--- src/sv/edfrm_pkg.sv ---
// Package with the item types, codes and controller types of the task picker.
`default_nettype none
package edfrm_pkg;

  // Item kinds.
  localparam logic [1:0] KIND_WRITE = 2'd0;
  localparam logic [1:0] KIND_SET   = 2'd1;
  localparam logic [1:0] KIND_PICK  = 2'd2;

  // Scheduling policy codes; code 3 behaves like the default policy.
  localparam logic [1:0] POL_DEFAULT = 2'd0;
  localparam logic [1:0] POL_EDF     = 2'd1;
  localparam logic [1:0] POL_RM      = 2'd2;

  localparam int unsigned PID_W      = 15;
  localparam int unsigned DEADLINE_W = 31;
  localparam int unsigned RATE_W     = 8;
  localparam int unsigned SLOT_W     = 6;

  // Input word.
  typedef struct packed {
    logic [1:0]            kind;
    logic [SLOT_W-1:0]     slot;
    logic [PID_W-1:0]      task_id;
    logic [1:0]            policy_code;
    logic [DEADLINE_W-1:0] deadline_value;
    logic [RATE_W-1:0]     rate_value;
    logic                  runnable_in;
  } in_item_t;

  // Output word.
  typedef struct packed {
    logic              found;
    logic [SLOT_W-1:0] chosen_slot;
    logic [PID_W-1:0]  chosen_id;
  } out_item_t;

  // One task table entry; the runnable flag lives in flip-flops.
  typedef struct packed {
    logic [PID_W-1:0]      pid;
    logic [1:0]            policy;
    logic [DEADLINE_W-1:0] deadline;
    logic [RATE_W-1:0]     rate;
  } entry_t;

  typedef enum logic [2:0] {
    ST_IDLE,
    ST_DECODE,
    ST_SCAN,
    ST_CLASS,
    ST_SWEEP,
    ST_DRAIN,
    ST_COMMIT,
    ST_DONE
  } state_e;

  // Commands from the controller to the datapath.
  typedef struct packed {
    logic load_item;
    logic do_update;
    logic scan_init;
    logic scan_step;
    logic take_scanned;
    logic class_init;
    logic sweep_rd;
    logic commit;
    logic out_load;
  } cmd_t;

  // Status from the datapath to the controller.
  typedef struct packed {
    logic [1:0] kind;
    logic       scan_hit;
    logic       cnt_last;
    logic       is_class;
    logic       out_busy;
  } status_t;

  // Rate-monotonic order key: the signed weight -1 ranks lowest, so it maps to 0.
  function automatic logic [1:0] rm_rank(input logic [RATE_W-1:0] rate);
    logic [1:0] rank;
    if (rate >= RATE_W'(1) && rate < RATE_W'(11)) begin
      rank = 2'd3;
    end else if (rate >= RATE_W'(11) && rate < RATE_W'(21)) begin
      rank = 2'd2;
    end else if (rate >= RATE_W'(21) && rate < RATE_W'(31)) begin
      rank = 2'd1;
    end else begin
      rank = 2'd0;
    end
    return rank;
  endfunction

endpackage
`default_nettype wire

--- src/sv/edfrm_ctrl.sv ---
// Controller state machine of the task picker.
`default_nettype none
module edfrm_ctrl
  import edfrm_pkg::*;
(
  input  wire logic    clk_i,
  input  wire logic    rst_ni,
  input  wire logic    in_valid_i,
  output logic         in_ready_o,
  input  wire status_t status_i,
  output cmd_t         cmd_o
);

  state_e state_q, state_d;

  // State register.
  always_ff @(posedge clk_i or negedge rst_ni) begin
    if (!rst_ni) begin
      state_q <= ST_IDLE;
    end else begin
      state_q <= state_d;
    end
  end

  // Next state.
  always_comb begin
    state_d = state_q;
    unique case (state_q)
      ST_IDLE: begin
        if (in_valid_i) state_d = ST_DECODE;
      end
      ST_DECODE: begin
        if (status_i.kind == KIND_PICK) state_d = ST_SCAN;
        else                            state_d = ST_DONE;
      end
      ST_SCAN: begin
        if (status_i.scan_hit)      state_d = ST_CLASS;
        else if (status_i.cnt_last) state_d = ST_DONE;
      end
      ST_CLASS: begin
        if (status_i.is_class) state_d = ST_SWEEP;
        else                   state_d = ST_COMMIT;
      end
      ST_SWEEP: begin
        if (status_i.cnt_last) state_d = ST_DRAIN;
      end
      ST_DRAIN:  state_d = ST_COMMIT;
      ST_COMMIT: state_d = ST_DONE;
      ST_DONE: begin
        if (!status_i.out_busy) state_d = ST_IDLE;
      end
      default: state_d = ST_IDLE;
    endcase
  end

  // Outputs.
  always_comb begin
    cmd_o      = '0;
    in_ready_o = 1'b0;
    unique case (state_q)
      ST_IDLE: begin
        in_ready_o      = 1'b1;
        cmd_o.load_item = in_valid_i;
      end
      ST_DECODE: begin
        cmd_o.do_update = 1'b1;
        cmd_o.scan_init = 1'b1;
      end
      ST_SCAN: begin
        cmd_o.take_scanned = status_i.scan_hit;
        cmd_o.scan_step    = !status_i.scan_hit;
      end
      ST_CLASS:  cmd_o.class_init = 1'b1;
      ST_SWEEP:  cmd_o.sweep_rd   = 1'b1;
      ST_DRAIN:  ;
      ST_COMMIT: cmd_o.commit = 1'b1;
      ST_DONE:   cmd_o.out_load = !status_i.out_busy;
      default:   ;
    endcase
  end

endmodule
`default_nettype wire

--- src/sv/edfrm_dpath.sv ---
// Datapath of the task picker: task table, scan pointer, class minimum and output word.
`default_nettype none
module edfrm_dpath
  import edfrm_pkg::*;
#(
  parameter int unsigned TABLE_ENTRIES = 64
) (
  input  wire logic      clk_i,
  input  wire logic      rst_ni,
  input  wire in_item_t  in_data_i,
  input  wire cmd_t      cmd_i,
  output status_t        status_o,
  output logic           out_valid_o,
  input  wire logic      out_ready_i,
  output out_item_t      out_data_o
);

  localparam int unsigned IDX_W = $clog2(TABLE_ENTRIES);
  localparam logic [IDX_W-1:0] LAST_IDX = IDX_W'(TABLE_ENTRIES - 1);

  in_item_t               item_q;
  logic [TABLE_ENTRIES-1:0] runnable_q;
  logic [TABLE_ENTRIES-1:0] written_q;
  entry_t                 mem [TABLE_ENTRIES];
  entry_t                 rd_data_q;
  logic                   rd_wr_q;
  logic [IDX_W-1:0]       rd_idx_q;
  logic                   cmp_v_q;
  logic [IDX_W-1:0]       cursor_q;
  logic [IDX_W-1:0]       ptr_q;
  logic [IDX_W-1:0]       cnt_q;
  logic [IDX_W-1:0]       scanned_q;
  logic [1:0]             cls_q;
  logic                   have_q;
  logic [IDX_W-1:0]       best_idx_q;
  logic [DEADLINE_W-1:0]  best_key_q;
  logic [PID_W-1:0]       best_pid_q;
  logic                   found_q;
  logic                   out_valid_q;
  out_item_t              out_data_q;

  logic [IDX_W-1:0]       item_idx;
  logic                   in_range;
  logic [IDX_W-1:0]       ptr_nxt;
  logic [IDX_W-1:0]       scanned_nxt;
  entry_t                 rd_entry;
  logic [DEADLINE_W-1:0]  cand_key;
  logic                   cand;
  logic                   beats;
  logic                   rd_en;

  assign item_idx    = IDX_W'(item_q.slot);
  assign in_range    = (32'(item_q.slot) < 32'(TABLE_ENTRIES));
  assign ptr_nxt     = (ptr_q == LAST_IDX) ? '0 : ptr_q + IDX_W'(1);
  assign scanned_nxt = (scanned_q == LAST_IDX) ? '0 : scanned_q + IDX_W'(1);
  assign rd_en       = cmd_i.take_scanned | cmd_i.sweep_rd;

  // An entry that was never written reads as all zero.
  assign rd_entry = rd_wr_q ? rd_data_q : '0;

  // Order key of the entry under compare and its test against the best so far.
  assign cand_key = (cls_q == POL_EDF) ? rd_entry.deadline
                                       : DEADLINE_W'(rm_rank(rd_entry.rate));
  assign cand  = cmp_v_q && runnable_q[rd_idx_q] && (rd_entry.policy == cls_q);
  assign beats = (cand_key < best_key_q) ||
                 ((cand_key == best_key_q) && (rd_entry.pid < best_pid_q));

  // Item register.
  always_ff @(posedge clk_i) begin
    if (cmd_i.load_item) item_q <= in_data_i;
  end

  // Table payload memory with a registered read port.
  always_ff @(posedge clk_i) begin
    if (cmd_i.do_update && item_q.kind == KIND_WRITE && in_range) begin
      mem[item_idx] <= '{pid:      item_q.task_id,
                         policy:   item_q.policy_code,
                         deadline: item_q.deadline_value,
                         rate:     item_q.rate_value};
    end
    if (rd_en) begin
      rd_data_q <= mem[ptr_q];
      rd_idx_q  <= ptr_q;
    end
  end

  // Runnable flags, written flags and read tracking.
  always_ff @(posedge clk_i or negedge rst_ni) begin
    if (!rst_ni) begin
      runnable_q <= '0;
      written_q  <= '0;
      rd_wr_q    <= 1'b0;
      cmp_v_q    <= 1'b0;
    end else begin
      cmp_v_q <= cmd_i.sweep_rd;
      if (rd_en) rd_wr_q <= written_q[ptr_q];
      if (cmd_i.do_update && in_range &&
          (item_q.kind == KIND_WRITE || item_q.kind == KIND_SET)) begin
        runnable_q[item_idx] <= item_q.runnable_in;
      end
      if (cmd_i.do_update && in_range && item_q.kind == KIND_WRITE) begin
        written_q[item_idx] <= 1'b1;
      end
      if (cmd_i.commit) runnable_q[best_idx_q] <= 1'b0;
    end
  end

  // Scan cursor, walking pointer and step count.
  always_ff @(posedge clk_i or negedge rst_ni) begin
    if (!rst_ni) begin
      cursor_q  <= '0;
      ptr_q     <= '0;
      cnt_q     <= '0;
      scanned_q <= '0;
      found_q   <= 1'b0;
    end else begin
      if (cmd_i.scan_init) begin
        ptr_q <= cursor_q;
        cnt_q <= '0;
      end else if (cmd_i.class_init) begin
        ptr_q <= '0;
        cnt_q <= '0;
      end else if (cmd_i.scan_step || cmd_i.sweep_rd) begin
        ptr_q <= ptr_nxt;
        cnt_q <= cnt_q + IDX_W'(1);
      end
      if (cmd_i.take_scanned) scanned_q <= ptr_q;
      if (cmd_i.load_item) begin
        found_q <= 1'b0;
      end else if (cmd_i.commit) begin
        found_q  <= 1'b1;
        cursor_q <= scanned_nxt;
      end
    end
  end

  // Best candidate: seeded from the scanned slot, then refined over the sweep.
  always_ff @(posedge clk_i or negedge rst_ni) begin
    if (!rst_ni) begin
      have_q <= 1'b0;
    end else if (cmd_i.class_init) begin
      have_q <= 1'b0;
    end else if (cand) begin
      have_q <= 1'b1;
    end
  end

  always_ff @(posedge clk_i) begin
    if (cmd_i.class_init) begin
      cls_q      <= rd_entry.policy;
      best_idx_q <= scanned_q;
      best_pid_q <= rd_entry.pid;
      best_key_q <= '0;
    end else if (cand && (!have_q || beats)) begin
      best_idx_q <= rd_idx_q;
      best_pid_q <= rd_entry.pid;
      best_key_q <= cand_key;
    end
  end

  // Output register.
  always_ff @(posedge clk_i or negedge rst_ni) begin
    if (!rst_ni) begin
      out_valid_q <= 1'b0;
    end else if (cmd_i.out_load) begin
      out_valid_q <= 1'b1;
    end else if (out_ready_i) begin
      out_valid_q <= 1'b0;
    end
  end

  always_ff @(posedge clk_i) begin
    if (cmd_i.out_load) begin
      out_data_q.found       <= found_q;
      out_data_q.chosen_slot <= found_q ? SLOT_W'(best_idx_q) : '0;
      out_data_q.chosen_id   <= found_q ? best_pid_q : '0;
    end
  end

  assign out_valid_o = out_valid_q;
  assign out_data_o  = out_data_q;

  // Status to the controller.
  always_comb begin
    status_o.kind     = item_q.kind;
    status_o.scan_hit = runnable_q[ptr_q];
    status_o.cnt_last = (cnt_q == LAST_IDX);
    status_o.is_class = (rd_entry.policy == POL_EDF) || (rd_entry.policy == POL_RM);
    status_o.out_busy = out_valid_q && !out_ready_i;
  end

endmodule
`default_nettype wire

--- src/sv/edf_rm_task_picker_core.sv ---
// Task picker with a mixed default / EDF / rate-monotonic policy: top level.
//
// Usage: items arrive on the in_valid_i / in_ready_o channel as one in_item_t word;
// each produces exactly one out_item_t word on out_valid_o / out_ready_i.
// A write loads a table slot, a set changes a slot's runnable flag, and a pick
// returns the chosen task and clears its runnable flag.
// A write or set passes through the decode state to the done state, where its
// result word is loaded into the output register.
// A pick first walks the runnable flags from the scan cursor, one slot per cycle
// (up to TABLE_ENTRIES slots); for an EDF or RM pick it then sweeps the whole
// table through the single read port of the table memory, one entry per cycle.
// A pick that finds a runnable slot then commits its choice, and every pick
// loads its word in the done state.
// One item is in flight at a time; in_ready_o is high while idle.
// The result sits in an output register, so the next item is taken while the
// previous word still waits; a stalled receiver holds that word, and the next
// result waits inside the block until the output register is free.
// Reset clears the runnable flags, the scan cursor and the output valid at once;
// slots never written read as all zero, so no clearing pass is needed.
`default_nettype none
module edf_rm_task_picker_core
  import edfrm_pkg::*;
#(
  parameter int unsigned TABLE_ENTRIES = 64
) (
  input  wire logic      clk_i,
  input  wire logic      rst_ni,
  input  wire logic      in_valid_i,
  output logic           in_ready_o,
  input  wire in_item_t  in_data_i,
  output logic           out_valid_o,
  input  wire logic      out_ready_i,
  output out_item_t      out_data_o
);

  cmd_t    cmd;
  status_t status;

  // Sequencing.
  edfrm_ctrl u_ctrl (
    .clk_i      (clk_i),
    .rst_ni     (rst_ni),
    .in_valid_i (in_valid_i),
    .in_ready_o (in_ready_o),
    .status_i   (status),
    .cmd_o      (cmd)
  );

  // Table, search and output word.
  edfrm_dpath #(
    .TABLE_ENTRIES (TABLE_ENTRIES)
  ) u_dpath (
    .clk_i       (clk_i),
    .rst_ni      (rst_ni),
    .in_data_i   (in_data_i),
    .cmd_i       (cmd),
    .status_o    (status),
    .out_valid_o (out_valid_o),
    .out_ready_i (out_ready_i),
    .out_data_o  (out_data_o)
  );

endmodule
`default_nettype wire

--- config.mk ---
export PLATFORM = sky130hd
export DESIGN_NAME = edf_rm_task_picker_core
export DESIGN_NICKNAME = d
export VERILOG_FILES = /design/src/sv/edfrm_pkg.sv /design/src/sv/edfrm_ctrl.sv /design/src/sv/edfrm_dpath.sv /design/src/sv/edf_rm_task_picker_core.sv
export SDC_FILE = /design/constraint.sdc
export NUM_CORES = 2
export LEC_CHECK = 0
export BUFFER_PORTS_ARGS = -buffer_cell sky130_fd_sc_hd__buf_4
export CAP_MARGIN = 5
export CORE_MARGIN = 2
export CORE_UTILIZATION = 35
export DETAILED_ROUTE_END_ITERATION = 7
export PLACE_DENSITY = 0.5
export SLEW_MARGIN = 20
export SYNTH_ARGS = -nofsm -noshare
export SYNTH_HDL_FRONTEND = slang
export SYNTH_SLANG_ARGS = --single-unit
--- constraint.sdc ---
create_clock -name clk_i -period 8.4 [get_ports clk_i]
set_input_delay 0 -clock clk_i [delete_from_list [all_inputs] [get_ports clk_i]]
set_output_delay 0 -clock clk_i [all_outputs]
set_load 0.02 [all_outputs]
==> metrics.cfg <==
[layout]
final_cell_mix = 3756 x edfxtp_1, 1210 x mux4_2, 424 x clkbuf_16, 315 x buf_4, 154 x dfrtp_1
multi_input_area_um2 = 33900
area_growth_pct = 15.83
drive_gt1_share_pct = 30.98
fin_area_um2 = 176500
final_common_cell = edfxtp_1
ff_latch_area_um2 = 117400
nNetsFinal = 7179
fillers = 37786

[clock_network]
post_cts_buffers = 0
clk_latency_ns = 1.00
hold_buffers = 137
cts_tree = built
ctsResizeCount = 0
cts_inserted_buffers = 418
htreeDepth = 5
cts_sinks = 3947
clockRootBuffer = clkbuf_16
clockBufferDepth = 4
cts.clk_slew.worst_paths_ns = 0.06

[logic_synthesis]
synth.top_cell.area_share_pct = 74.00
synth_fp_nets = 6626
ys_seq_area_share_pct = 77.04
synth_edf_count = 3756
synth_cell_types = 71
ys.flop_type = edfxtp_1
syn_area_um2 = 152400
yosysWarnings = 0
syn_avg_cell_area_um2 = 23.42
synth_largest_area_cell = edfxtp_1
ys_top_cells_by_area = edfxtp_1 74%, mux4_2 18%, dfrtp_1 2.6%
ys_seq_elements = 3947
synthCells = 6509
ys_async_sr_fraction_pct = 4.054

[sta]
max_freq_ghz = 0.1874
hold_viol = 0
fin_tns_setup_ns = 0
tightest_slew_ns = 1.192
min_period_ns = 5.335
rsz0062_at_grt = no
setup_viol = 0
period_share_pct = 63.51
maxSlewHeadroom_pct = 20.22
skew_ns = 0.09100
drv_slew = 0

[power]
power_density_nw_per_um2 = 303.1
leakage_nw = 55.84
irDropWorstVdd_v = 0.0003491

[setup_path]
endpoint_kind = flop
cp.required_ns = 9.00
cp_top_family = simple AND/OR/NAND/NOR gates
startpoint_type = flop
arrival_ns = 5.93
cp_common_cell = nand2_2
critPathMaxFanout = 51
cpMaxStageDelayCell = dfrtp_2
critPathKind = flop to flop
max_stage_delay_ns = 1.01
cp_num_buf_inv = 0
crit_path_cell_trace = nor4b_1 -> o311ai_0 -> o21ai_0 -> ha_1 -> nand4_1 -> a211o_1 -> a31oi_1 -> o211ai_1 -> o221ai_1 -> nand2_2 -> nand2_2

[floorplan]
die_h_um = 663.9
die_w_um = 663.9
design.die.area_um2 = 440800
ios = 93
start_util_pct = 35.13
core_area_um2 = 433900
rows = 242

[route]
viasPerCell = 5.589
wire_per_inst_um = 34.67
finalWirelength_um = 456000
detail-route-antenna-nets = 0
vias = 73513
drtIter0Drc = 9583
drc = 0
first_pass_iters = 5

[run_status]
status = complete, no violations

[grt]
grt_overflow = 0
grt_max_degree = 124
grt_use_total_pct = 20.34
grt_first_pass_wirelength_um = 624300
grt_pass1_vias = 74988
antenna_found_initial = 36

[placement]
place.gp.congestion = 0.7751
numPortBuffers = 92
place_hpwl_um = 235000
placed_area_um2 = 161700

[run]
maxCapViolations = 0

[hold_path]
hold_path_class = input pin to flop

cell families after synthesis:
logic type | Yosys count | share of synthesized area [%]
adder cells (fa/ha/maj) | 48 | 0.3941
multiplexers | 1343 | 18.87
flip-flops | 3947 | 77.04
AND/OR/NAND/NOR | 561 | 1.784
AO/OA/AOI/OAI | 193 | 0.8013
buffers and inverters | 409 | 1.066
XOR/XNOR | 8 | 0.04598
worst paths after layout:
kind,startpoint,slack [ns],cells after the start,endpoint
setup / recovery,u_dpath.rd_wr_q$_DFFE_PN0P_,3.07,11,u_dpath.best_idx_q[1]$_DFFE_PP_
hold / removal,in_valid_i,0.22,3,u_dpath.item_q[54]$_DFFE_PP_
setup reg to reg,u_dpath.rd_wr_q$_DFFE_PN0P_,3.07,11,u_dpath.best_idx_q[1]$_DFFE_PP_
hold reg to reg,u_dpath.written_q[6]$_DFFE_PN0P_,0.46,1,u_dpath.written_q[6]$_DFFE_PN0P_
max in group asynchronous,rst_ni,7.19,4,u_dpath.rd_wr_q$_DFFE_PN0P_
min in group asynchronous,rst_ni,0.24,4,u_dpath.cnt_q[2]$_DFFE_PN0P_
tightest hold or removal path, delay by kind of cell:
family | cells | cell delay [ns]
buffers and inverters | 2 | 0.67
and+or+nand+nor | 1 | 0.28
layer usage:
layer  wire (µm)  vias up  GRT usage, %
met5          13        -             0
met1      191700    41036         28.72
met3       30930      585         2.899
met4       10690        2         4.549
met2      222600     3006         33.57
li1            -    28884             -
area by class of cell:
cell class,instances,area share (%)
clock inverters,235,1.297
repair buffers,483,2.477
diodes,7,0.009922
multi-input cells,2153,19.20
well taps,5734,4.064
clock buffers,534,6.301
inverters,59,0.1297
flip-flops and latches,3947,66.52
where the power goes:
group	internal (mW)	switching, mW	leakage, nW	total [mW]
Clock	10.5	7.81	6.53	18.3
Combinational	6.25	6.38	13.1	12.6
Sequential	22.1	0.547	36.2	22.6
flip-flops by register name, indices dropped and copies added (netlist names), 15 cells and up:
register,cells
u_dpath.mem,3584
u_dpath.runnable_q,64
u_dpath.written_q,64
u_dpath.item_q,57
u_dpath.rd_data_q,56
u_dpath.best_key_q,31
u_dpath.out_data_o,22
u_dpath.best_pid_q,15
stage by stage:
step / cells / worst slack, ns / power (mW) / hold WS (ns) / util, %
2_1_floorplan: 6509 / 2.386 / 31.77 / -0.2956 / -
3_3_place_gp: 12234 / 2.634 / 35.78 / 0.1778 / 37.24
3_5_place_dp: 12238 / 2.766 / 35.80 / 0.1794 / 37.26
4_1_cts: 13144 / 2.698 / 54.10 / 0.1792 / 40.67
5_1_grt: 13147 / 2.766 / 55.38 / 0.2165 / 40.68
6_report: 13152 / 3.065 / 53.50 / 0.2202 / 40.69
cells in the mapped netlist (29+ instances only):
cell         n
nor2_1     170
ha_1        48
or2_2       72
dfxtp_1     31
nand2_1    134
edfxtp_1  3756
buf_1       73
mux4_2    1210
a21oi_1     85
and3_1      36
inv_1       57
mux2i_1    113
dfrtp_1    160
clkbuf_1   243
o21ai_0     29
No activity file was read; power rests on OpenSTA's default activity.
